**config.mk**
```make
export PLATFORM = sky130hd
export DESIGN_NAME = svalu_sqrt
export DESIGN_NICKNAME = d
export VERILOG_FILES = /design/src/rtl/core/small_vector_alu_defines.svh /design/src/rtl/core/svalu_pkg.sv /design/src/rtl/core/svalu_sqrt.sv
export SDC_FILE = /design/constraint.sdc
export NUM_CORES = 2
export LEC_CHECK = 0
export BUFFER_PORTS_ARGS = -buffer_cell sky130_fd_sc_hd__buf_2
export CORE_MARGIN = 8
export CORE_UTILIZATION = 45
export CTS_CLUSTER_DIAMETER = 100
export DETAILED_ROUTE_END_ITERATION = 6
export SETUP_SLACK_MARGIN = 0.02
export SKIP_LAST_GASP = 1
export SYNTH_ARGS = -nofsm -noshare
export SYNTH_HDL_FRONTEND = slang
export SYNTH_MEMORY_MAX_BITS = 65536
export SYNTH_SLANG_ARGS = --single-unit
```
**constraint.sdc**
```tcl
create_clock -name clk_i -period 4 [get_ports clk_i]
set_input_delay 1 -clock clk_i [delete_from_list [all_inputs] [get_ports clk_i]]
set_output_delay 1 -clock clk_i [all_outputs]
set_load 0.02 [all_outputs]
```
**src/rtl/core/small_vector_alu_defines.svh**
```systemverilog
// ----------------------------------------------------------------------------
// small_vector_alu assertion macros
// shared concurrent assertion wrappers, compiled out with NO_ASSERTIONS
// ----------------------------------------------------------------------------
`ifndef SMALL_VECTOR_ALU_DEFINES_SVH
`define SMALL_VECTOR_ALU_DEFINES_SVH

`ifndef NO_ASSERTIONS
`define SVA_ASSERT(lbl, prop) \
  lbl: assert property (@(posedge clk_i) disable iff (!rst_ni) prop) \
    else $error("small_vector_alu assertion failed");
`define SVA_NEVER(lbl, expr) \
  lbl: assert property (@(posedge clk_i) disable iff (!rst_ni) !(expr)) \
    else $error("small_vector_alu forbidden condition");
`else
`define SVA_ASSERT(lbl, prop)
`define SVA_NEVER(lbl, expr)
`endif

`endif

```
**src/rtl/core/svalu_pkg.sv**
```systemverilog
// ----------------------------------------------------------------------------
// svalu_pkg
// types, operation codes and helpers shared by the vector alu modules
// ----------------------------------------------------------------------------
package svalu_pkg;

  localparam int unsigned LANES      = 4;
  localparam int unsigned SQ_STAGES  = 32;
  localparam int unsigned DIV_STAGES = 17;
  localparam int unsigned PIPE       = 3 + SQ_STAGES + DIV_STAGES;

  localparam logic [2:0] KIND_ADD   = 3'd0;
  localparam logic [2:0] KIND_SUB   = 3'd1;
  localparam logic [2:0] KIND_SCALE = 3'd2;
  localparam logic [2:0] KIND_DOT   = 3'd3;
  localparam logic [2:0] KIND_CROSS = 3'd4;
  localparam logic [2:0] KIND_NEG   = 3'd5;
  localparam logic [2:0] KIND_LEN   = 3'd6;
  localparam logic [2:0] KIND_NORM  = 3'd7;

  localparam logic [2:0] DIM_RESET = 3'd3;
  localparam logic [2:0] DIM_MIN   = 3'd2;
  localparam logic [2:0] DIM_MAX   = 3'd4;

  typedef struct packed {
    logic [2:0]         kind;
    logic signed [31:0] a0;
    logic signed [31:0] a1;
    logic signed [31:0] a2;
    logic signed [31:0] a3;
    logic signed [31:0] b0;
    logic signed [31:0] b1;
    logic signed [31:0] b2;
    logic signed [31:0] b3;
    logic signed [31:0] factor;
  } in_t;

  typedef struct packed {
    logic signed [31:0] r0;
    logic signed [31:0] r1;
    logic signed [31:0] r2;
    logic signed [31:0] r3;
    logic signed [31:0] scalar_result;
    logic               saturated;
    logic               zero_length;
  } out_t;

  typedef struct packed {
    logic               clip;
    logic signed [31:0] val;
  } sat_t;

  // item context carried alongside the root and divide pipes
  typedef struct packed {
    logic [2:0]        kind;
    logic [3:0][31:0]  r;
    logic [31:0]       sc;
    logic              sat;
    logic              carry;
    logic [32:0]       len;
  } side_t;

  function automatic sat_t sat32_f(input logic signed [65:0] v);
    sat_t s;
    if (v > 66'sd2147483647) begin
      s.clip = 1'b1;
      s.val  = 32'sh7FFF_FFFF;
    end else if (v < -66'sd2147483648) begin
      s.clip = 1'b1;
      s.val  = 32'sh8000_0000;
    end else begin
      s.clip = 1'b0;
      s.val  = v[31:0];
    end
    return s;
  endfunction

  // (base) mod n for base below 6 and n in 2..4
  function automatic logic [1:0] cyc_idx_f(input logic [2:0] base, input logic [2:0] n);
    logic [2:0] s;
    s = base;
    if (s >= n) s = s - n;
    if (s >= n) s = s - n;
    return s[1:0];
  endfunction

endpackage

```
**src/rtl/core/svalu_sqrt.sv**
```systemverilog
// ----------------------------------------------------------------------------
// svalu_sqrt
// pipelined integer square root, one result bit per stage
// ----------------------------------------------------------------------------
module svalu_sqrt (
  input  logic        clk_i,
  input  logic        adv_i,
  input  logic [63:0] rad_i,
  output logic [31:0] root_o
);
  import svalu_pkg::*;

  logic [32:0] rem_q  [SQ_STAGES];
  logic [31:0] root_q [SQ_STAGES];
  logic [63:0] rad_q  [SQ_STAGES];

  for (genvar g = 0; g < SQ_STAGES; g++) begin : g_stage
    logic [32:0] rem_p;
    logic [31:0] root_p;
    logic [63:0] rad_p;
    logic [34:0] remx, trial;
    logic        ge;

    if (g == 0) begin : g_first
      assign rem_p  = '0;
      assign root_p = '0;
      assign rad_p  = rad_i;
    end else begin : g_next
      assign rem_p  = rem_q[g-1];
      assign root_p = root_q[g-1];
      assign rad_p  = rad_q[g-1];
    end

    assign remx  = {rem_p, rad_p[63:62]};
    assign trial = {1'b0, root_p, 2'b01};
    assign ge    = (remx >= trial);

    always_ff @(posedge clk_i) begin
      if (adv_i) begin
        rem_q[g]  <= ge ? 33'(remx - trial) : remx[32:0];
        root_q[g] <= {root_p[30:0], ge};
        rad_q[g]  <= {rad_p[61:0], 2'b00};
      end
    end
  end

  assign root_o = root_q[SQ_STAGES-1];

endmodule

```
==> run metrics <==
clk_skew 38.9 ps; Mapped Avg Cell Area 12.9 µm²; WP data arrival 4450 ps; CP max stage cell or4b_1; Slew Viols, Final 0; syn nets 9681; worst slew pin tran 1080 ps; top cells by area, synth edfxtp_1 (64%), ha_1 (6.0%), xnor2_1 (3.2%); Cell Pwr Density 581 nW/µm²; CP Capture Type register; Initial Utilization 0.451; VDD IR max 466 µV; Worst Path Required 4590 ps; register bit total from synthesis 2495; Clock transition at path regs 60 ps; GRT overflow 0; RSZ-0062 raised after global routing false; ys async rst share 0; Worst Path Max Fanout 6; Mapped Area 117000 µm²; total global-route track usage 0.170; Synth Instances 9054; critical path startpoint rem_q[3][10]; status complete, no violations; Die Area 276000 µm²; Clock Sink Count 2495; Seq/Total Area, Yosys 0.643; startpoint types register; Hold Path Class input port to register; area grow syn2layout 13.0%; Setup CP Type register to register; prevailing post-synth register cell edfxtp_1; Final Hold Fails 0; pre-CTS WS 120 ps; Nets 10060; beginning of the worst hold path rad_i[18]; Routed Antenna Nets 0; number of enable flip-flop cells after synthesis 2495; Final WS setup 141 ps; vias in the first global route 69846; Final setup viols 0; Overall Power 76500 µW; Clock Root Buffer clkbuf_16; Final Util 0.509; DR pass1 iterations 5; FMAX 259 MHz; clock latency on the worst-skew pair 840 ps; share of cells above drive strength 1 0.0876; CTS tree built; I/O pin count 98; Die Y 525 µm; final wirelength 242 mm; Reg-to-Reg Start rem_q[3][10]; Yosys top cell by area edfxtp_1; CP max stage delay 560 ps; cell chain of the critical path or4_4 > or4b_4 > or4b_1 > nand4_1 > nand3b_2 > or2_1 > or3_4 > or4_4 > xnor2_2; DIE WIDTH 525 µm; H-tree depth 5; Via density 5.38; Rows 187; Synth top area share 0.643; total clock buffers created by CTS 284; minimum clock period 3860 ps; DRC 0; I/O Buffers 97; Unique masters post-synth 88; initial antenna violation count 2; post-DP HPWL 176 mm; LEAKAGE 0.0503 µW; period utilisation layout 0.965; via count 70177; first-pass GRT wire length 383 mm; max-capacitance violation count 0; Worst path most repeated cell or4_4; dpl cells 12548; setup_tns 0 ps; DR WL/cell 18.5 µm; synth warn 0; worst-case clock buffer depth 4; relative slew slack 0.269; placer congestion estimate 0.897; largest net degree at the start of global routing 124; core footprint 259000 µm²; Iter 0 DRT Violations 4992; Cell Count, Final, Fillers Out 13043
worst paths after layout:
kind,end,slack (ps),depth (start not counted)
min reg2reg,rad_q[8][50],400,0
min,rad_q[0][18],330,1
max,rem_q[4][31],140,9
max reg2reg,rem_q[4][31],140,9
cells by family after synthesis:
logic type | after synthesis | share of synthesized area
and+or+nand+nor | 2367 | 0.0998
xor gates and xnor gates | 790 | 0.0594
DFF | 2495 | 0.643
other | 1 | 0.0000322
muxes | 95 | 0.00893
adders and majority gates | 561 | 0.0602
buffers and inverters | 883 | 0.0285
AOI/OAI and AO/OA | 1862 | 0.100
cell usage after synthesis, types with 18 or more instances:
| library cell | number |
|---|---|
| a2111oi_0 | 19 |
| a211o_1 | 18 |
| a211oi_1 | 50 |
| a21boi_0 | 25 |
| a21o_1 | 263 |
| a21oi_1 | 509 |
| a31oi_1 | 46 |
| and2_1 | 40 |
| and3_1 | 47 |
| clkbuf_1 | 160 |
| edfxtp_1 | 2495 |
| ha_1 | 561 |
| inv_1 | 708 |
| mux2_2 | 72 |
| mux2i_1 | 23 |
| nand2_1 | 671 |
| nand2b_1 | 111 |
| nand3_1 | 149 |
| nand3b_1 | 31 |
| nand4_1 | 100 |
| nor2_1 | 549 |
| nor2b_1 | 78 |
| nor3_1 | 215 |
| nor4_1 | 106 |
| o2111ai_1 | 19 |
| o211ai_1 | 32 |
| o21a_1 | 88 |
| o21ai_0 | 505 |
| o21bai_1 | 53 |
| o31ai_1 | 56 |
| o41ai_1 | 18 |
| or2_2 | 40 |
| or3_1 | 87 |
| or4_1 | 63 |
| xnor2_1 | 425 |
| xor2_1 | 364 |
state kept, by name, summed over array words and instances, names as in the netlist:
signal,count
rem_q,975
root_q,528
rad_q,992
power by group:
group / switching [µW] / internal [µW] / total, µW / leakage (µW)
registers: 2220 / 33100 / 35300 / 0.0240
logic: 9130 / 6700 / 15800 / 0.0218
clock network: 10200 / 15200 / 25400 / 0.00446
what timing repair did:
action / in CTS / in global routing
endpoints found under the setup margin: 0 / 59
resized for setup: 0 / 4
setup buffers: 0 / 1
hold buffers: 0 / 0
cells in the final DEF, fill, tap and decap left out, types with 55 or more instances in the layout:
master and instances:
nor2_1 549, or4_1 63, edfxtp_1 2495, ha_1 561
nand2_1 671, or3_1 87, nor2b_1 78, buf_4 129
nand4_1 100, nor3_1 213, nor4_1 106, a21oi_1 509
o21ai_0 503, o31ai_1 55, nand3_1 149, buf_2 96
xnor2_1 425, a21o_1 263, mux2_2 72, xor2_1 364
o21a_1 88, inv_1 708, nand2b_1 111, clkbuf_16 291
worst max-delay path: cells and delay by family (launching register included):
family	cells	cell delay (ps)
AND/OR/NAND/NOR	8	3040
flip-flops	1	430
XOR/XNOR	1	140
stage by stage:
stage	hold slack (ps)	cell area, µm²
6_report	333	132000
5_1_grt	274	132000
4_1_cts	250	132000
3_5_place_dp	405	123000
3_3_place_gp	400	123000
2_1_floorplan	400	117000
area by class of cell:
class / count / area, µm²
clock inverters: 165 / 1700
clock buffers: 328 / 7420
well taps: 3402 / 4260
inverters: 711 / 2670
diodes: 1 / 2.50
fillers: 21891 / 127000
flip-flops and latches: 2495 / 74900
repair buffers: 265 / 2250
multi-input cells: 5676 / 38500
routing by layer:
layer | vias to the layer above | GRT usage | part of all wire
li1 | 34374 | - | -
met1 | 33829 | 0.218 | 0.43
met2 | 1510 | 0.300 | 0.50
met3 | 462 | 0.0211 | 0.038
met4 | 2 | 0.0561 | 0.032
met5 | - | 0 | 0.000046
No activity file was read; power rests on OpenSTA's default activity.
