[config.mk]
export PLATFORM = sky130hd
export DESIGN_NAME = svalu_div
export DESIGN_NICKNAME = d
export VERILOG_FILES = /design/src/rtl/core/small_vector_alu_defines.svh /design/src/rtl/core/svalu_pkg.sv /design/src/rtl/core/svalu_div.sv
export SDC_FILE = /design/constraint.sdc
export NUM_CORES = 2
export LEC_CHECK = 0
export ABC_AREA = 1
export BUFFER_PORTS_ARGS = -buffer_cell sky130_fd_sc_hd__buf_2
export CAP_MARGIN = 40
export CORE_ASPECT_RATIO = 0.8
export CORE_MARGIN = 5
export CORE_UTILIZATION = 50
export CTS_CLUSTER_SIZE = 25
export DETAILED_ROUTE_END_ITERATION = 7
export GPL_ROUTABILITY_DRIVEN = 1
export GPL_TIMING_DRIVEN = 0
export PLACE_DENSITY = 0.65
export SLEW_MARGIN = 5
export SYNTH_ARGS = -nofsm -noshare
export SYNTH_HDL_FRONTEND = slang
export SYNTH_SLANG_ARGS = --single-unit
[constraint.sdc]
create_clock -name clk_i -period 2.9 [get_ports clk_i]
set_input_delay 0.145 -clock clk_i [delete_from_list [all_inputs] [get_ports clk_i]]
set_output_delay 0.145 -clock clk_i [all_outputs]
set_load 0.05 [all_outputs]
[src/rtl/core/small_vector_alu_defines.svh]
// ----------------------------------------------------------------------------
// small_vector_alu assertion macros
// shared concurrent assertion wrappers, compiled out with NO_ASSERTIONS
// ----------------------------------------------------------------------------
`ifndef SMALL_VECTOR_ALU_DEFINES_SVH
`define SMALL_VECTOR_ALU_DEFINES_SVH

`ifndef NO_ASSERTIONS
`define SVA_ASSERT(lbl, prop) \
  lbl: assert property (@(posedge clk_i) disable iff (!rst_ni) prop) \
    else $error("small_vector_alu assertion failed");
`define SVA_NEVER(lbl, expr) \
  lbl: assert property (@(posedge clk_i) disable iff (!rst_ni) !(expr)) \
    else $error("small_vector_alu forbidden condition");
`else
`define SVA_ASSERT(lbl, prop)
`define SVA_NEVER(lbl, expr)
`endif

`endif

[src/rtl/core/svalu_pkg.sv]
// ----------------------------------------------------------------------------
// svalu_pkg
// types, operation codes and helpers shared by the vector alu modules
// ----------------------------------------------------------------------------
package svalu_pkg;

  localparam int unsigned LANES      = 4;
  localparam int unsigned SQ_STAGES  = 32;
  localparam int unsigned DIV_STAGES = 17;
  localparam int unsigned PIPE       = 3 + SQ_STAGES + DIV_STAGES;

  localparam logic [2:0] KIND_ADD   = 3'd0;
  localparam logic [2:0] KIND_SUB   = 3'd1;
  localparam logic [2:0] KIND_SCALE = 3'd2;
  localparam logic [2:0] KIND_DOT   = 3'd3;
  localparam logic [2:0] KIND_CROSS = 3'd4;
  localparam logic [2:0] KIND_NEG   = 3'd5;
  localparam logic [2:0] KIND_LEN   = 3'd6;
  localparam logic [2:0] KIND_NORM  = 3'd7;

  localparam logic [2:0] DIM_RESET = 3'd3;
  localparam logic [2:0] DIM_MIN   = 3'd2;
  localparam logic [2:0] DIM_MAX   = 3'd4;

  typedef struct packed {
    logic [2:0]         kind;
    logic signed [31:0] a0;
    logic signed [31:0] a1;
    logic signed [31:0] a2;
    logic signed [31:0] a3;
    logic signed [31:0] b0;
    logic signed [31:0] b1;
    logic signed [31:0] b2;
    logic signed [31:0] b3;
    logic signed [31:0] factor;
  } in_t;

  typedef struct packed {
    logic signed [31:0] r0;
    logic signed [31:0] r1;
    logic signed [31:0] r2;
    logic signed [31:0] r3;
    logic signed [31:0] scalar_result;
    logic               saturated;
    logic               zero_length;
  } out_t;

  typedef struct packed {
    logic               clip;
    logic signed [31:0] val;
  } sat_t;

  // item context carried alongside the root and divide pipes
  typedef struct packed {
    logic [2:0]        kind;
    logic [3:0][31:0]  r;
    logic [31:0]       sc;
    logic              sat;
    logic              carry;
    logic [32:0]       len;
  } side_t;

  function automatic sat_t sat32_f(input logic signed [65:0] v);
    sat_t s;
    if (v > 66'sd2147483647) begin
      s.clip = 1'b1;
      s.val  = 32'sh7FFF_FFFF;
    end else if (v < -66'sd2147483648) begin
      s.clip = 1'b1;
      s.val  = 32'sh8000_0000;
    end else begin
      s.clip = 1'b0;
      s.val  = v[31:0];
    end
    return s;
  endfunction

  // (base) mod n for base below 6 and n in 2..4
  function automatic logic [1:0] cyc_idx_f(input logic [2:0] base, input logic [2:0] n);
    logic [2:0] s;
    s = base;
    if (s >= n) s = s - n;
    if (s >= n) s = s - n;
    return s[1:0];
  endfunction

endpackage

[src/rtl/core/svalu_div.sv]
// ----------------------------------------------------------------------------
// svalu_div
// pipelined restoring divide of magnitude * 2^16 by the length
// ----------------------------------------------------------------------------
module svalu_div (
  input  logic        clk_i,
  input  logic        adv_i,
  input  logic [31:0] mag_i,
  input  logic [32:0] len_i,
  output logic [16:0] q_o
);
  import svalu_pkg::*;

  logic [32:0] rem_q [DIV_STAGES];
  logic [16:0] num_q [DIV_STAGES];
  logic [16:0] quo_q [DIV_STAGES];
  logic [32:0] len_q [DIV_STAGES];

  for (genvar g = 0; g < DIV_STAGES; g++) begin : g_stage
    logic [32:0] rem_p, len_p;
    logic [16:0] num_p, quo_p;
    logic [33:0] remx;
    logic        ge;

    if (g == 0) begin : g_first
      // quotient fits 17 bits, so the top of the dividend starts below the divisor
      assign rem_p = {2'b00, mag_i[31:1]};
      assign num_p = {mag_i[0], 16'h0000};
      assign quo_p = '0;
      assign len_p = len_i;
    end else begin : g_next
      assign rem_p = rem_q[g-1];
      assign num_p = num_q[g-1];
      assign quo_p = quo_q[g-1];
      assign len_p = len_q[g-1];
    end

    assign remx = {rem_p, num_p[16]};
    assign ge   = (remx >= {1'b0, len_p});

    always_ff @(posedge clk_i) begin
      if (adv_i) begin
        rem_q[g] <= ge ? 33'(remx - {1'b0, len_p}) : remx[32:0];
        num_q[g] <= {num_p[15:0], 1'b0};
        quo_q[g] <= {quo_p[15:0], ge};
        len_q[g] <= len_p;
      end
    end
  end

  assign q_o = quo_q[DIV_STAGES-1];

endmodule
==> impl_metrics.sql <==
INSERT INTO impl_metrics (metric_group, metric, value, unit) VALUES
('logic_synthesis', 'synth_async_sr_flop_share', '0', '%'),
('timing', 'slew-limit-headroom', '28.0', '%'),
('power', 'clock_power_share', '16.3', '%'),
('timing', 'clock-skew-final', '26.9', 'ps'),
('cells_and_area', 'multiInputGateArea', '41100', 'sq um'),
('power', 'sw_power', '49.1', 'mW'),
('floorplanning', 'num_rows', '138', ''),
('timing', 'achievable-frequency', '349', 'MHz'),
('cells_and_area', 'finalInstanceArea', '97500', 'sq um'),
('floorplanning', 'core-area', '176000', 'sq um'),
('timing', 'final_worst_path_period_share', '98.7', '%'),
('route', 'vias_per_cell', '5.09', ''),
('setup_path', 'critical_path_cell_count', '13', ''),
('run_status', 'outcome', 'finished, violations left', ''),
('global_routing', 'grt_start_max_net_pins', '176', ''),
('logic_synthesis', 'syn-num-nets', '13098', ''),
('floorplanning', 'fp.dieH', '386', 'um'),
('clock_network', 'clkSinkCount', '1209', ''),
('clock_network', 'number_of_hold_buffers_added_after_cts', '65', ''),
('logic_synthesis', 'synthFlopType', 'sky130_fd_sc_hd__edfxtp_1', ''),
('run_status', 'violations', 'hold timing', ''),
('logic_synthesis', 'synthesis.yosys.warnings', '0', ''),
('floorplanning', 'die_area', '186000', 'sq um'),
('floorplanning', 'initial_core_util', '50.2', '%'),
('setup_path', 'worstSetupEndpointType', 'flip-flop', ''),
('logic_synthesis', 'synthesis.area_per_instance', '7.11', 'sq um'),
('power', 'pwr_cell_area', '1040', 'nW/um^2'),
('route', 'routed_met3_length', '24000', 'um'),
('setup_path', 'path_cells', 'inv_1, ha_1, nand2_1, inv_1, a21oi_1, nor2_1, nor2_1, nand3_1, nor2_4, nand2_4, buf_6, nand2_1, nand2_1', ''),
('timing', 'totalNegativeSetupSlack', '0', 'ps'),
('power', 'p_seq_share', '29.0', '%'),
('cells_and_area', 'drive_above_1_share', '4.98', '%'),
('route', 'wl_met2', '127000', 'um'),
('setup_path', 'cp_num_buf_inv', '3', ''),
('global_routing', 'grt_util_all_layers', '30.5', '%'),
('place', 'place_congestion', '0.992', ''),
('timing', 'total_count_of_hold_check_failures_in_the_final_report', '54', ''),
('run', 'drv.max_cap_violation_count', '0', ''),
('global_routing', 'grt_antenna_before_repair', '8', ''),
('global_routing', 'grt_overflow', '0', ''),
('logic_synthesis', 'synth_area_leader_cell', 'sky130_fd_sc_hd__edfxtp_1', ''),
('timing', 'minimum_hold_slack', '-174', 'ps'),
('power', 'p_int', '52.7', 'mW'),
('setup_path', 'crit_path_frequent_cell', 'sky130_fd_sc_hd__nand2_1', ''),
('clock_network', 'clk_latency', '790', 'ps'),
('setup_path', 'worst_path_arrival_time', '3360', 'ps'),
('power', 'power.combinational.fraction', '54.7', '%'),
('setup_path', 'cp-start-kind', 'flip-flop', ''),
('route', 'via_count', '77724', ''),
('cells_and_area', 'layout-area-overhead-vs-synth', '10.1', '%'),
('setup_path', 'r2r_setup_slack', '40', 'ps'),
('route', 'route.top_layer_used', 'met4', ''),
('clock_network', 'h-tree-depth', '4', ''),
('global_routing', 'grt_first_pass_wirelength', '428000', 'um'),
('logic_synthesis', 'synth_sequential_area_ratio', '41.0', '%'),
('timing', 'layout_min_cycle_time', '2860', 'ps'),
('logic_synthesis', 'yosys-top-cells-area', 'sky130_fd_sc_hd__edfxtp_1, sky130_fd_sc_hd__nand2_1, sky130_fd_sc_hd__inv_1', ''),
('logic_synthesis', 'synth.distinct_cells', '36', ''),
('logic_synthesis', 'synth_enable_flop_cells', '1209', ''),
('setup_path', 'cp-endpoint', 'rem_q[0][229]', ''),
('logic_synthesis', 'yosys_register_bits', '1209', ''),
('setup_path', 'critical-path-max-stage-delay', '450', 'ps'),
('setup_path', 'timing.setup.critical_path_class', 'flip-flop to flip-flop', ''),
('timing', 'final_max_slew_viol_count', '0', ''),
('floorplanning', 'width_of_the_chip', '480', 'um'),
('place', 'hpwl', '240000', 'um'),
('setup_path', 'required', '3400', 'ps'),
('route', 'route.detailed.drc', '0', ''),
('setup_path', 'worst-r2r-cell-count', '13', ''),
('worst_hold_path', 'min-delay-path-class', 'input port to flip-flop', ''),
('clock_network', 'cts_max_path_buffers', '3', '');
[sequential cells by signal, summed over array words and instances, names as in the netlist]
register	count
rem_q	528
len_q	528
quo_q	153
[routing by layer]
metal | vias to the layer above | GRT usage [%]
li1 | 38942 | -
met1 | 35627 | 43.8
met2 | 2790 | 48.0
met3 | 365 | 5.42
met4 | 0 | 7.67
met5 | - | 0
[power by group through the flow]
stage | clock, mW | sequential (mW) | combinational [mW]
3_5_place_dp | 0 | 29.9 | 53.8
3_3_place_gp | 0 | 30.5 | 53.4
4_1_cts | 16.9 | 29.6 | 54.2
6_report | 16.6 | 29.6 | 55.7
2_1_floorplan | 0 | 27.6 | 37.7
5_1_grt | 17.7 | 29.8 | 61.9
[final cells by class]
type	count	area share, %
multi-input combinational	8379	42.1
sequential	1209	37.3
inverter	2751	10.6
clock buffer	157	3.53
tap	2380	3.06
timing repair buffer	192	1.59
buffer	117	1.04
clock inverter	78	0.777
antenna	1	0.00257
[metrics by stage]
step | power (mW) | setup slack [ps] | utilization (%) | hold WS, ps
2_1_floorplan | 65.3 | 854 | - | 244
3_3_place_gp | 83.9 | -16890 | 52.1 | 335
3_5_place_dp | 83.7 | -290 | 52.2 | 337
4_1_cts | 101 | 14.0 | 55.0 | -162
5_1_grt | 109 | -7.64 | 55.2 | -154
6_report | 102 | 38.0 | 55.2 | -174
[synthesized netlist by cell type, types with 39 or more instances]
library cell and n:
sky130_fd_sc_hd__nor2_1 693, sky130_fd_sc_hd__inv_1 2728, sky130_fd_sc_hd__ha_1 559, sky130_fd_sc_hd__a21oi_1 318, sky130_fd_sc_hd__nand3b_1 90, sky130_fd_sc_hd__xor2_1 224
sky130_fd_sc_hd__nand4_1 107, sky130_fd_sc_hd__nor3_1 118, sky130_fd_sc_hd__buf_6 63, sky130_fd_sc_hd__nand2_1 5174, sky130_fd_sc_hd__edfxtp_1 1209, sky130_fd_sc_hd__and2_1 113
sky130_fd_sc_hd__buf_2 39, sky130_fd_sc_hd__nand3_1 740
[cells by family (layout without fill, tap and decap cells)]
family	Yosys count	after routing	synth area share, %
buffers and inverters	2868	3295	12.8
adder cells (fa/ha/maj)	575	575	8.26
XOR/XNOR	231	231	2.28
other	0	1	0
AND/OR/NAND/NOR	7195	7195	33.4
flip-flops	1209	1209	41.0
AO/OA/AOI/OAI	378	378	2.24
[timing repair]
| item | 4_1_cts | 5_1_grt |
|---|---|---|
| buffers inserted | 7 | 30 |
| hold endpoints to repair | 198 | 98 |
| gates cloned | 0 | 0 |
| endpoints found under the setup margin | 18 | 193 |
| pin swaps | 0 | 8 |
| gates resized for setup | 3 | 51 |
[cell usage in the layout, fill, tap and decap left out, drive strengths merged, types with 7 or more instances in the layout]
| master | n |
|---|---|
| nor3 | 124 |
| and3 | 12 |
| o21bai | 21 |
| clkinvlp | 9 |
| nand4 | 107 |
| and2 | 113 |
| xnor2 | 7 |
| nor4 | 10 |
| ha | 559 |
| xor2 | 224 |
| nand3 | 751 |
| bufinv | 9 |
| o21ai | 28 |
| buf | 244 |
| edfxtp | 1209 |
| a21oi | 319 |
| or2 | 35 |
| nand2 | 5217 |
| fa | 16 |
| clkinv | 46 |
| nor2 | 731 |
| inv | 2765 |
| clkbuf | 157 |
| dlygate4sd3 | 65 |
| nand3b | 95 |
[worst min-delay path by stage]
stage | start | endpoint | slack [ps] | cells after the start
finish | adv_i | quo_q[9][3] | -170 | 1
global route | adv_i | len_q[0][161] | -150 | 1
CTS | adv_i | len_q[0][126] | -160 | 1
detailed placement | len_i[23] | len_q[0][23] | 340 | 1
global placement | len_i[23] | len_q[0][23] | 330 | 1
floorplan | len_i[0] | len_q[0][0] | 240 | 0
[worst register-to-register path, stage by stage, from the launching register on]
cell and delay (ps):
sky130_fd_sc_hd__edfxtp_1 450, sky130_fd_sc_hd__inv_1 70, sky130_fd_sc_hd__ha_1 350, sky130_fd_sc_hd__nand2_1 200, sky130_fd_sc_hd__inv_1 60, sky130_fd_sc_hd__a21oi_1 400
sky130_fd_sc_hd__nor2_1 80, sky130_fd_sc_hd__nor2_1 100, sky130_fd_sc_hd__nand3_1 120, sky130_fd_sc_hd__nor2_4 230, sky130_fd_sc_hd__nand2_4 150, sky130_fd_sc_hd__buf_6 190
sky130_fd_sc_hd__nand2_1 80, sky130_fd_sc_hd__nand2_1 120
Power figures use the tool's default switching activity.
